===== config.mk =====
export PLATFORM = sky130hd
export DESIGN_NAME = voice_block_mixer_with_peaks
export DESIGN_NICKNAME = d
export VERILOG_FILES = /design/src/hdl/vbm_pkg.sv /design/src/hdl/vbm_front.sv /design/src/hdl/vbm_queue.sv /design/src/hdl/vbm_back.sv /design/src/hdl/voice_block_mixer_with_peaks.sv
export SDC_FILE = /design/constraint.sdc
export NUM_CORES = 2
export LEC_CHECK = 0
export CAP_MARGIN = 15
export CORE_ASPECT_RATIO = 1.25
export CORE_MARGIN = 8
export CORE_UTILIZATION = 65
export DETAILED_ROUTE_END_ITERATION = 7
export DONT_BUFFER_PORTS = 1
export PLACE_DENSITY_LB_ADDON = 0.3
export REMOVE_ABC_BUFFERS = 1
export SETUP_SLACK_MARGIN = 0.02
export SKIP_CTS_REPAIR_TIMING = 1
export SYNTH_ARGS = -nofsm -noshare
export SYNTH_HDL_FRONTEND = slang
export SYNTH_SLANG_ARGS = --single-unit
export TNS_END_PERCENT = 30

===== constraint.sdc =====
create_clock -name clock -period 10.25 [get_ports clock]
set_input_delay 2.05 -clock clock [delete_from_list [all_inputs] [get_ports clock]]
set_output_delay 2.05 -clock clock [all_outputs]
set_load 0.02 [all_outputs]

===== src/hdl/vbm_pkg.sv =====
// Package for the voice block mixer with peaks.
// Holds the command codes, the stream field layout, the queue entry type and the
// back-end state type. It depends on nothing else.
package vbm_pkg;

   // Command codes carried in req_tuser.
   localparam logic CMD_MIX = 1'b0;
   localparam logic CMD_END = 1'b1;

   // Request beat layout in req_tdata, from the lowest bit up.
   localparam int REQ_W       = 56;
   localparam int REQ_FRAME_L = 0;
   localparam int REQ_LEFT_L  = 4;
   localparam int REQ_RIGHT_L = 20;
   localparam int REQ_GAIN_L  = 36;
   localparam int REQ_LEN_B   = 52;
   localparam int REQ_REN_B   = 53;

   // Result beat layout in rsp_tdata, from the lowest bit up.
   localparam int RSP_W       = 72;
   localparam int RSP_WORD_L  = 0;
   localparam int RSP_SLOT_L  = 32;
   localparam int RSP_PEAKL_L = 37;
   localparam int RSP_PEAKR_L = 53;
   localparam int RSP_PAD_L   = 69;

   // Depth of the queue between the front and the back.
   localparam int QUEUE_DEPTH = 2;

   // One classified item waiting for the back end.
   typedef struct packed {
      logic              is_end;
      logic [4:0]        slot;
      logic signed [15:0] left_sample;
      logic signed [15:0] right_sample;
      logic [15:0]       gain;
      logic              do_left;
      logic              do_right;
   } vbm_entry_type;

   // Back-end sequencer states.
   typedef enum logic [2:0] {
      B_IDLE,
      B_READ,
      B_MULT,
      B_WRITE,
      B_EMIT_RD,
      B_EMIT_OUT
   } vbm_back_state_type;

endpackage


===== src/hdl/vbm_front.sv =====
// Front end of the voice block mixer: accepts request beats and classifies them.
// Depends on vbm_pkg; feeds vbm_queue.
module vbm_front import vbm_pkg::*; #(
   parameter int BLOCK_SIZE = 32
) (
   input  logic              req_tvalid,
   output logic              req_tready,
   input  logic [REQ_W-1:0]  req_tdata,
   input  logic              req_tuser,
   input  logic              q_full,
   output logic              q_push,
   output vbm_entry_type     q_entry
);

   localparam int HALF = BLOCK_SIZE / 2;

   logic [3:0]  frame;
   logic [4:0]  slot;
   logic [31:0] frame_wide;
   logic [31:0] slot_wide;
   logic        in_range;
   logic        do_left;
   logic        do_right;
   logic        is_end;

   // Decode the beat and work out which slots it touches.
   always_comb begin
      frame      = req_tdata[REQ_FRAME_L +: 4];
      slot       = {frame, 1'b0};
      frame_wide = {28'b0, frame};
      slot_wide  = {27'b0, slot};
      is_end     = (req_tuser == CMD_END);
      in_range   = (frame_wide < HALF);
      do_left    = in_range && req_tdata[REQ_LEN_B];
      do_right   = in_range && req_tdata[REQ_REN_B] && ((slot_wide + 32'd1) < BLOCK_SIZE);
   end

   // A mix beat that changes no slot is dropped here.
   assign req_tready = !q_full;
   assign q_push     = req_tvalid && !q_full && (is_end || do_left || do_right);

   always_comb begin
      q_entry.is_end       = is_end;
      q_entry.slot         = slot;
      q_entry.left_sample  = req_tdata[REQ_LEFT_L +: 16];
      q_entry.right_sample = req_tdata[REQ_RIGHT_L +: 16];
      q_entry.gain         = req_tdata[REQ_GAIN_L +: 16];
      q_entry.do_left      = do_left && !is_end;
      q_entry.do_right     = do_right && !is_end;
   end

endmodule


===== src/hdl/vbm_queue.sv =====
// Short queue between the front and back ends of the voice block mixer.
// Depends on vbm_pkg for the entry type and the depth.
module vbm_queue import vbm_pkg::*; (
   input  logic          clock,
   input  logic          reset,
   input  logic          push,
   input  vbm_entry_type push_entry,
   output logic          full,
   output logic          q_valid,
   output vbm_entry_type q_entry,
   input  logic          pop
);

   localparam int PTR_W = $clog2(QUEUE_DEPTH);
   localparam int CNT_W = $clog2(QUEUE_DEPTH + 1);

   vbm_entry_type entry_ff [QUEUE_DEPTH];
   logic [PTR_W-1:0] wr_ptr_ff, wr_ptr_in;
   logic [PTR_W-1:0] rd_ptr_ff, rd_ptr_in;
   logic [CNT_W-1:0] count_ff, count_in;
   logic             do_pop;

   assign full    = (count_ff == CNT_W'(QUEUE_DEPTH));
   assign q_valid = (count_ff != '0);
   assign q_entry = entry_ff[rd_ptr_ff];
   assign do_pop  = pop && q_valid;

   // Pointer and fill count updates.
   always_comb begin
      wr_ptr_in = wr_ptr_ff;
      rd_ptr_in = rd_ptr_ff;
      count_in  = count_ff;
      if (push) begin
         wr_ptr_in = (wr_ptr_ff == PTR_W'(QUEUE_DEPTH - 1)) ? '0 : wr_ptr_ff + 1'b1;
      end
      if (do_pop) begin
         rd_ptr_in = (rd_ptr_ff == PTR_W'(QUEUE_DEPTH - 1)) ? '0 : rd_ptr_ff + 1'b1;
      end
      if (push && !do_pop) begin
         count_in = count_ff + 1'b1;
      end else if (!push && do_pop) begin
         count_in = count_ff - 1'b1;
      end
   end

   always_ff @(posedge clock) begin
      if (reset) begin
         wr_ptr_ff <= '0;
         rd_ptr_ff <= '0;
         count_ff  <= '0;
      end else begin
         wr_ptr_ff <= wr_ptr_in;
         rd_ptr_ff <= rd_ptr_in;
         count_ff  <= count_in;
      end
   end

   // Entry storage needs no reset.
   always_ff @(posedge clock) begin
      if (push) begin
         entry_ff[wr_ptr_ff] <= push_entry;
      end
   end

endmodule


===== src/hdl/vbm_back.sv =====
// Back end of the voice block mixer: slot buffer, gain and mix datapath, block emission.
// Depends on vbm_pkg; takes entries from vbm_queue and drives the result stream.
module vbm_back import vbm_pkg::*; #(
   parameter int BLOCK_SIZE = 32
) (
   input  logic             clock,
   input  logic             reset,
   input  logic             q_valid,
   input  vbm_entry_type    q_entry,
   output logic             q_pop,
   output logic             rsp_tvalid,
   input  logic             rsp_tready,
   output logic [RSP_W-1:0] rsp_tdata,
   output logic             rsp_tlast
);

   localparam int SLOT_W     = $clog2(BLOCK_SIZE);
   localparam int PEAK_SLOTS = 2 * (BLOCK_SIZE / 2);
   localparam logic [SLOT_W-1:0] LAST_SLOT = SLOT_W'(BLOCK_SIZE - 1);

   vbm_back_state_type state_ff, state_in;
   vbm_entry_type      cur_ff, cur_in;
   logic               chan_ff, chan_in;
   logic [SLOT_W-1:0]  cnt_ff, cnt_in;
   logic [SLOT_W-1:0]  addr_ff;
   logic [SLOT_W-1:0]  rd_addr;
   logic [15:0]        peak_l_ff, peak_l_in;
   logic [15:0]        peak_r_ff, peak_r_in;

   // Slot memory with flip-flop valid bits standing in for the zero reset.
   logic signed [15:0] mem [BLOCK_SIZE];
   logic               valid_ff [BLOCK_SIZE];
   logic signed [15:0] rd_data_ff;
   logic               rd_valid_ff;
   logic               mem_we;
   logic signed [15:0] slot_value;

   // Datapath registers.
   logic signed [15:0] scaled_ff;
   logic [15:0]        fa_ff, fb_ff;
   logic [31:0]        prod_ff;

   // Result register.
   logic               rsp_valid_ff;
   logic [RSP_W-1:0]   rsp_data_ff, rsp_data_in;
   logic               rsp_last_ff, rsp_last_in;
   logic               out_free;
   logic               emit_fire;

   logic [31:0]        slot_wide;
   logic [SLOT_W-1:0]  chan_addr;
   logic signed [15:0] sample;
   logic signed [32:0] scale_prod;
   logic signed [32:0] scale_q;
   logic signed [15:0] scale_sat;
   logic [15:0]        fa_nx, fb_nx;
   logic [16:0]        prod_hi;
   logic signed [20:0] sum2, q21, mix_raw;
   logic signed [15:0] mix_sat;
   logic [31:0]        cnt_wide;
   logic [15:0]        emit_abs;
   logic               in_peak;

   // Address of the slot for the current channel.
   always_comb begin
      slot_wide = {27'b0, cur_ff.slot} + {31'b0, chan_ff};
      chan_addr = slot_wide[SLOT_W-1:0];
      rd_addr   = (state_ff == B_READ) ? chan_addr : cnt_ff;
   end

   // Gain stage: product truncated toward zero, then saturated.
   always_comb begin
      sample     = chan_ff ? cur_ff.right_sample : cur_ff.left_sample;
      scale_prod = $signed(sample) * $signed({1'b0, cur_ff.gain});
      scale_q    = (scale_prod + (scale_prod[32] ? 33'sd255 : 33'sd0)) >>> 8;
      if (scale_q > 33'sd32767) begin
         scale_sat = 16'sh7FFF;
      end else if (scale_q < -33'sd32768) begin
         scale_sat = 16'sh8000;
      end else begin
         scale_sat = scale_q[15:0];
      end
   end

   // Offset both operands by half range for the mix product.
   always_comb begin
      slot_value = rd_valid_ff ? rd_data_ff : 16'sd0;
      fa_nx      = {~slot_value[15], slot_value[14:0]};
      fb_nx      = {~scaled_ff[15], scaled_ff[14:0]};
   end

   // Piecewise mix rule and saturation to 16 bits.
   always_comb begin
      prod_hi = prod_ff[31:15];
      sum2    = $signed({3'b0, ({1'b0, fa_ff} + {1'b0, fb_ff}), 1'b0});
      q21     = $signed({4'b0, prod_hi});
      if (!fa_ff[15] && !fb_ff[15]) begin
         mix_raw = q21 - 21'sd32768;
      end else begin
         mix_raw = sum2 - q21 - 21'sd98304;
      end
      if (mix_raw > 21'sd32767) begin
         mix_sat = 16'sh7FFF;
      end else if (mix_raw < -21'sd32768) begin
         mix_sat = 16'sh8000;
      end else begin
         mix_sat = mix_raw[15:0];
      end
   end

   // Emission word, running peaks and the result beat.
   always_comb begin
      cnt_wide  = {{(32 - SLOT_W){1'b0}}, cnt_ff};
      emit_abs  = slot_value[15] ? 16'(-slot_value) : slot_value;
      in_peak   = (cnt_wide < PEAK_SLOTS);
      peak_l_in = peak_l_ff;
      peak_r_in = peak_r_ff;
      if (in_peak && !cnt_ff[0] && (emit_abs > peak_l_ff)) begin
         peak_l_in = emit_abs;
      end
      if (in_peak && cnt_ff[0] && (emit_abs > peak_r_ff)) begin
         peak_r_in = emit_abs;
      end
      rsp_last_in = (cnt_ff == LAST_SLOT);
      rsp_data_in = '0;
      rsp_data_in[RSP_WORD_L +: 32] = {slot_value, 16'b0};
      rsp_data_in[RSP_SLOT_L +: 5]  = cnt_wide[4:0];
      if (rsp_last_in) begin
         rsp_data_in[RSP_PEAKL_L +: 16] = peak_l_in;
         rsp_data_in[RSP_PEAKR_L +: 16] = peak_r_in;
      end
   end

   assign out_free  = !rsp_valid_ff || rsp_tready;
   assign emit_fire = (state_ff == B_EMIT_OUT) && out_free;
   assign mem_we    = (state_ff == B_WRITE);

   // Sequencer: next state and control.
   always_comb begin
      state_in = state_ff;
      cur_in   = cur_ff;
      chan_in  = chan_ff;
      cnt_in   = cnt_ff;
      q_pop    = 1'b0;
      unique case (state_ff)
         B_IDLE: begin
            if (q_valid) begin
               q_pop  = 1'b1;
               cur_in = q_entry;
               cnt_in = '0;
               if (q_entry.is_end) begin
                  state_in = B_EMIT_RD;
               end else begin
                  chan_in  = !q_entry.do_left;
                  state_in = B_READ;
               end
            end
         end
         B_READ: begin
            state_in = B_MULT;
         end
         B_MULT: begin
            state_in = B_WRITE;
         end
         B_WRITE: begin
            if (!chan_ff && cur_ff.do_right) begin
               chan_in  = 1'b1;
               state_in = B_READ;
            end else begin
               state_in = B_IDLE;
            end
         end
         B_EMIT_RD: begin
            state_in = B_EMIT_OUT;
         end
         B_EMIT_OUT: begin
            if (out_free) begin
               if (cnt_ff == LAST_SLOT) begin
                  state_in = B_IDLE;
               end else begin
                  cnt_in   = cnt_ff + 1'b1;
                  state_in = B_EMIT_RD;
               end
            end
         end
         default: begin
            state_in = B_IDLE;
         end
      endcase
   end

   always_ff @(posedge clock) begin
      if (reset) begin
         state_ff  <= B_IDLE;
         chan_ff   <= 1'b0;
         cnt_ff    <= '0;
         peak_l_ff <= '0;
         peak_r_ff <= '0;
      end else begin
         state_ff <= state_in;
         chan_ff  <= chan_in;
         cnt_ff   <= cnt_in;
         if ((state_ff == B_IDLE) && q_valid && q_entry.is_end) begin
            peak_l_ff <= '0;
            peak_r_ff <= '0;
         end else if (emit_fire) begin
            peak_l_ff <= peak_l_in;
            peak_r_ff <= peak_r_in;
         end
      end
   end

   // Entry and datapath registers carry no reset.
   always_ff @(posedge clock) begin
      cur_ff <= cur_in;
      if (state_ff == B_READ) begin
         addr_ff   <= chan_addr;
         scaled_ff <= scale_sat;
      end
      if (state_ff == B_MULT) begin
         fa_ff   <= fa_nx;
         fb_ff   <= fb_nx;
         prod_ff <= fa_nx * fb_nx;
      end
   end

   // Slot memory: one write port, one registered read port.
   always_ff @(posedge clock) begin
      if (mem_we) begin
         mem[addr_ff] <= mix_sat;
      end
      rd_data_ff  <= mem[rd_addr];
      rd_valid_ff <= valid_ff[rd_addr];
   end

   // Valid bits: cleared by reset, set on a mix write, cleared as a slot is emitted.
   always_ff @(posedge clock) begin
      if (reset) begin
         for (int i = 0; i < BLOCK_SIZE; i++) begin
            valid_ff[i] <= 1'b0;
         end
      end else if (mem_we) begin
         valid_ff[addr_ff] <= 1'b1;
      end else if (emit_fire) begin
         valid_ff[cnt_ff] <= 1'b0;
      end
   end

   // Result register: takes a new beat whenever the old one is gone or taken.
   always_ff @(posedge clock) begin
      if (reset) begin
         rsp_valid_ff <= 1'b0;
      end else if (emit_fire) begin
         rsp_valid_ff <= 1'b1;
      end else if (rsp_tready) begin
         rsp_valid_ff <= 1'b0;
      end
   end

   always_ff @(posedge clock) begin
      if (emit_fire) begin
         rsp_data_ff <= rsp_data_in;
         rsp_last_ff <= rsp_last_in;
      end
   end

   assign rsp_tvalid = rsp_valid_ff;
   assign rsp_tdata  = rsp_data_ff;
   assign rsp_tlast  = rsp_last_ff;

endmodule


===== src/hdl/voice_block_mixer_with_peaks.sv =====
// A mix beat goes through the queue, then the back end runs the three-step read, multiply
// and write sequence once for each enabled channel, and the result lands in its slot.
// The back end handles one beat at a time and pops the next only when done. An end-of-block
// beat emits the slots in order, each read before it is sent, and stalls on a busy receiver.
// The front accepts while its two-entry queue has room. Reset clears the slot valid
// bits, so the buffer reads as zero without a clearing pass.
module voice_block_mixer_with_peaks import vbm_pkg::*; #(
   parameter int BLOCK_SIZE = 32
) (
   input  logic             clock,
   input  logic             reset,
   input  logic             req_tvalid,
   output logic             req_tready,
   // frame_index[3:0], left_sample[19:4], right_sample[35:20], gain[51:36],
   // left_enable[52], right_enable[53], zero padding[55:54]
   input  logic [REQ_W-1:0] req_tdata,
   // command[0]
   input  logic             req_tuser,
   output logic             rsp_tvalid,
   input  logic             rsp_tready,
   // out_word[31:0], slot_index[36:32], peak_left[52:37], peak_right[68:53],
   // zero padding[71:69]
   output logic [RSP_W-1:0] rsp_tdata,
   // last
   output logic             rsp_tlast
);

   logic          q_full;
   logic          q_push;
   vbm_entry_type push_entry;
   logic          q_valid;
   vbm_entry_type q_entry;
   logic          q_pop;

   vbm_front #(.BLOCK_SIZE(BLOCK_SIZE)) u_front (
      .req_tvalid (req_tvalid),
      .req_tready (req_tready),
      .req_tdata  (req_tdata),
      .req_tuser  (req_tuser),
      .q_full     (q_full),
      .q_push     (q_push),
      .q_entry    (push_entry)
   );

   vbm_queue u_queue (
      .clock      (clock),
      .reset      (reset),
      .push       (q_push),
      .push_entry (push_entry),
      .full       (q_full),
      .q_valid    (q_valid),
      .q_entry    (q_entry),
      .pop        (q_pop)
   );

   vbm_back #(.BLOCK_SIZE(BLOCK_SIZE)) u_back (
      .clock      (clock),
      .reset      (reset),
      .q_valid    (q_valid),
      .q_entry    (q_entry),
      .q_pop      (q_pop),
      .rsp_tvalid (rsp_tvalid),
      .rsp_tready (rsp_tready),
      .rsp_tdata  (rsp_tdata),
      .rsp_tlast  (rsp_tlast)
   );

endmodule


### After elaboration in Yosys (flattened, before gate mapping)

Memories as Yosys holds them, arrays and structs flattened. A register that Yosys moved wholly into a read port is not among the register bits.
Index checks and enable logic that the tools add are counted.

| storage, ports and cells | value |
|---|---|
| memories kept | 3 |
| bits in writable memories | 654 |
| input bits | 61 |
| logic and storage cells | 155 |
| register bits after elaboration | 239 |
| output and inout bits | 75 |

| operators by class | value |
|---|---|
| mux-type cells | 53 |
| multipliers | 2 |
| magnitude comparators | 7 |
| add/subtract/negate cells | 13 |
| reduce and logical (&&, ||, !) cells | 41 |
| bitwise gates (word level) | 2 |
| equal/unequal tests | 12 |

Memories:

| memory | words | width | read ports | clocked after Yosys merged registers in | write ports | line | text |
|---|---|---|---|---|---|---|---|
| u_back.mem | 32 | 16 | 1 | 1 | 1 | vbm_back.sv:31 | `logic signed [15:0] mem [BLOCK_SIZE];` |
| u_queue.entry_ff | 2 | 55 | 1 | 1 | 1 | vbm_queue.sv:17 | `vbm_entry_type entry_ff [QUEUE_DEPTH];` |
| u_back.valid_ff | 32 | 1 | 1 | 1 | 32 | vbm_back.sv:32 | `logic valid_ff [BLOCK_SIZE];` |

Operator list:

| operator | count |
|---|---|
| $mux 16 | 8 |
| $add 33x9->33 | 1 |
| $mul 16x17->33 | 1 |
| $gt 16x16->1 | 2 |
| $lt 32x6->1 const B | 1 |
| $mul 16x16->32 | 1 |
| $mux 5 | 6 |
| $mux 1 | 28 |
| $gt 25x16->1 const B | 1 |
| $lt 25x16->1 const B | 1 |
| $gt 21x16->1 const B | 1 |
| $lt 21x16->1 const B | 1 |
| $mux 21 | 1 |
| $sub 21x18->21 const B | 1 |
| $sub 18x17->19 | 1 |
| $pmux 3 s6 | 1 |
| $sub 17x16->18 const B | 1 |
| $add 16x16->17 | 1 |
| $neg 16->16 | 1 |
| $logic_and 1x1->1 | 15 |
| $mux 3 | 4 |
| $logic_not 1->1 | 10 |
| $pmux 5 s2 | 1 |
| $reduce_bool 2->1 | 5 |
| other kinds (23) | 36 |

### Longest topological paths before layout

| depth | value |
|---|---|
| depth after elaboration | 9 |
| mapped depth | 35 |
| gate-level depth less buffers | 31 |

### Hierarchy

Synthesis repeated with hierarchy kept, for this count alone.

| second synthesis, totals | value |
|---|---|
| cell total of the unflattened synthesis | 4430 |
| area total of the unflattened synthesis | 55736.0 sq um |

Modules (own cells, without submodules):

| module | sequential area each (sq um) | cells an instance | area each (sq um) | instances |
|---|---|---|---|---|
| vbm_back | 22861.9 | 4175 | 51036.4 | 1 |
| vbm_queue | 3463.3 | 196 | 4262.8 | 1 |
| vbm_front | 0.0 | 59 | 436.7 | 1 |

### Worst setup path before layout

Ideal clock, no wire load.

| timing | value |
|---|---|
| path kind | register to register |
| from | reg u_back.chan_ff |
| to | reg u_back.scaled_ff[0], data pin |
| arrival time | 8857 ps |
| period minus slack after synthesis | 8999 ps |
| slack | 1251 ps |
| cell stages (with the launch flop) | 32 |
| cells stage by stage | dfxtp_1 > clkbuf_1 > clkbuf_1 > mux2i_1 > clkbuf_1 > nor2_1 > fa_1 > fa_1 > fa_1 > fa_1 > fa_1 > inv_1 > fa_1 > inv_1 > ha_1 > a21oi_1 > o21ai_1 > a41o_1 > a221o_1 > a211oi_2 > xnor2_1 > inv_1 > ha_1 > a211o_1 > and2_1 > nand4_1 > a21o_1 > or4b_4 > and4b_4 > a211o_4 > buf_6 > o21ai_2 |

| on the way | value |
|---|---|
| cells in the longest elaborated chain, start to end | 6 |
| elaborated cells between the ends (all ways) | 7 |
| classes of those cells | add/sub (1); mul (1); order compare (2); mux (3) |

RTL lines:

| what | line | text |
|---|---|---|
| start: declaration | vbm_back.sv:23 | `logic chan_ff, chan_in;` |
| start signal: assignment | vbm_back.sv:201 | `chan_ff <= chan_in;` |
| $mux 16 (*) | vbm_back.sv:73 | `sample = chan_ff ? cur_ff.right_sample : cur_ff.left_sample;` |
| $mul 16x17->33 (*) | vbm_back.sv:74 | `scale_prod = $signed(sample) * $signed({1'b0, cur_ff.gain});` |
| $mux 8 | vbm_back.sv:75 | `scale_q = (scale_prod + (scale_prod[32] ? 33'sd255 : 33'sd0)) >>> 8;` |
| $add 33x9->33 (*) | vbm_back.sv:75 |  |
| $lt 25x16->1 | vbm_back.sv:78 | `end else if (scale_q < -33'sd32768) begin` |
| $mux 16 | vbm_back.sv:78 |  |
| end signal: assignment | vbm_back.sv:218 | `scaled_ff <= scale_sat;` |
| end: declaration | vbm_back.sv:39 | `logic signed [15:0] scaled_ff;` |

Every way passes the cells marked *; elsewhere a longest branch is shown, timed or not.
A chain may end at the register's enable or synchronous reset.

### Worst setup path after layout

| timing | value |
|---|---|
| from | reg u_back.chan_ff |
| to | reg u_back.scaled_ff[12], data pin |

Same word-level chain as after synthesis.

==> results.sh <==
export IMPL_ant_nets=0
export IMPL_nFillCells=5721
export IMPL_muxShareOfSynthArea_pct=2.67
export IMPL_yosys_warnings=0
export IMPL_crit_path_frequent_cell="fa_1"
export IMPL_grt_setup_unrepaired="no"
export IMPL_wl_mm=128
export IMPL_whs_ns=0.472
export IMPL_die_x_um=277
export IMPL_grt_pass1_vias=36900
export IMPL_wl_per_cell_um=21.7
export IMPL_firstDrtPassIters=6
export IMPL_pre_cts_slack_ns=0.718
export IMPL_fin_crit_ns=9.58
export IMPL_htreeDepth=3
export IMPL_final_core_util_pct=70.1
export IMPL_hold_viol_final=0
export IMPL_core_area_um2=84300
export IMPL_yosys_area_share_simple_pct=12.2
export IMPL_max_freq_ghz=0.104
export IMPL_max_stage_delay_ns=1.04
export IMPL_cap_violations=0
export IMPL_fin_worst_skew_ns=0.0558
export IMPL_synth_top_family_by_area="adder cells"
export IMPL_cp_slowest_cell="dfxtp_1"
export IMPL_drt_iter0_drc=3290
export IMPL_synth_avg_cell_area_um2=11.4
export IMPL_crit_arrival_ns=10.00
export IMPL_clk_latency_ns=0.68
export IMPL_grt_use_total_pct=26.6
export IMPL_clkTransAtPathRegs_ns=0.06
export IMPL_required_ns=10.67
export IMPL_gr_total_overflow=0
export IMPL_yosysTopAreaCell="edfxtp_1"
export IMPL_outcome="finished, final reports clean"
export IMPL_grt_pass1_wl_mm=199
export IMPL_synthXorXnorAreaFrac_pct=1.54
export IMPL_final_max_slew_violation_count=0
export IMPL_gp_congestion=0.880
export IMPL_synth_most_common_cell="edfxtp_1"
export IMPL_antenna_found_initial=3
export IMPL_yosys_area_top_type_share_pct=45.1
export IMPL_vias=36100
export IMPL_ys_ff_latch=895
export IMPL_synth_async_sr_flop_share_pct=0
export IMPL_dp_hpwl_mm=84.1
export IMPL_cp_end_kind="register"
export IMPL_synth_compound_area_share_pct=9.42
export IMPL_drt_vias_per_instance=6.13
export IMPL_die_area_um2=94700
export IMPL_regArea_um2=26200
export IMPL_dp_cells=5735
export IMPL_start_kind="register"
export IMPL_fin_cells=5889
export IMPL_hp_class="register to register"
export IMPL_io_buffers=0
export IMPL_relSlewSlack_pct=10.1
export IMPL_io_pins=136
export IMPL_syn_cell_area_um2=55300
export IMPL_synth_edf_count=831
export IMPL_cp_max_fo=19
export IMPL_synthFlopType="edfxtp_1"
export IMPL_setup_slack_ns=0.670
export IMPL_cts_root_buf="clkbuf_16"
export IMPL_final_nets=5478
export IMPL_synth_distinct_cells=76
export IMPL_cts_buffers=83
export IMPL_syn_inst=4837
export IMPL_drcViolationCount=0
export IMPL_synth_area_leaders="edfxtp_1, fa_1, ha_1"
export IMPL_worst_pin_slew_ns=1.35
export IMPL_die_h_um=342
export IMPL_layout_worst_path_cycle_share_pct=93.5
export IMPL_synth_commonest_cells="edfxtp_1, nand2_1, inv_1"
export IMPL_criticalPathCategory="register to register"
export IMPL_syn2layout_area_growth_pct=6.92
export IMPL_placementRows=119
export IMPL_start_util_pct=65.6
export IMPL_drive_gt1_share_pct=7.15
export IMPL_cts_tree="yes"
export IMPL_synth_adder_area_share_pct=20.8
export IMPL_finalSetupViolations=0
export IMPL_grt_max_degree=232
export IMPL_multi_input_area_um2=26000
export IMPL_cts_sinks=895
export IMPL_clock_path_buffers=3
export IMPL_yosysSeqAreaShare_pct=47.5
==> layout by cell type, fill, tap and decap left out, drive strengths merged, types with 13 or more instances in the layout <==
cell    synthesis  routed
o21a           28      28
and2          240     240
nand3          29      29
nor3           39      39
nand2         649     649
clkinv          3      29
a21o           83      83
fa            389     389
a21oi         164     164
clkbuf        240     101
nand4          14      14
nand2b         25      25
mux2           68      68
buf            41      74
nor2          216     216
dfxtp          64      64
inv           563     572
a211oi        203     203
o21bai         14      14
a311oi         71      71
mux2i          71      71
o21ai          49      49
and3           83      83
a31oi          74      74
or3            14      14
or2            13      13
ha            295     295
nor2b          78      78
xnor2          66      66
edfxtp        831     831
xor2           31      31
conb            1      19
==> layer usage <==
metal  routed length (um)  vias to the layer above  GRT usage, %
met5                    0                        -             0
met4                 5260                        0          11.2
met3                11200                      323          4.75
met2                64000                     1556          46.5
met1                47200                    17900          32.4
li1                     -                    16400             -
==> cell families after synthesis <==
family / after synthesis
buffers and inverters: 847
other: 1
AND/OR/NAND/NOR: 1431
flip-flops: 895
adder cells (fa/ha/maj): 684
XOR/XNOR: 97
AO/OA/AOI/OAI: 743
multiplexers: 139
==> area by class of cell <==
cell class | instances | share of cell area, %
clock buffers | 101 | 3.63
clock inverters | 50 | 0.997
diodes | 1 | 0.00423
repair buffers | 74 | 1.02
inverters | 566 | 3.59
multi-input cells | 3113 | 44.1
well taps | 1089 | 2.31
flip-flops and latches | 895 | 44.4
==> critical path: cells and delay by family (launching register included) <==
family	cells	cell delay [ns]
compound gates	9	2.02
xor+xnor	1	0.14
fa+ha+maj	8	3.88
buf+inv	5	0.47
flops	1	1.04
mux	1	0.58
simple gates	5	1.20
==> worst paths after layout <==
| check | cells past startpoint | slack, ns | to | start |
|---|---|---|---|---|
| worst max-delay path | 29 | 0.67 | u_back.scaled_ff[12] | u_back.chan_ff |
| worst min-delay path | 2 | 0.47 | u_back.peak_l_ff[5] | u_back.peak_l_ff[5] |
| worst max register to register | 29 | 0.67 | u_back.scaled_ff[12] | u_back.chan_ff |
| worst min register to register | 2 | 0.47 | u_back.peak_l_ff[5] | u_back.peak_l_ff[5] |
==> sequential cells by signal (all words and copies together), names as in the netlist, 17 cells and up, named ones only <==
signal            count
u_back.cur_ff        53
u_back.mem          512
u_back.prod_ff       17
u_back.rsp_tdata     53
u_back.valid_ff      32
u_queue.entry_ff    110
==> per-stage QoR <==
stage	instance area, um2	TNS [ns]
2_1_floorplan	54200	-64.26
3_3_place_gp	56300	0
3_5_place_dp	56300	0
4_1_cts	59100	0
5_1_grt	59100	0
6_report	59100	0
Power is not shown: default switching activity piles up to over one toggle a cycle in this logic, so the estimate is an artifact.
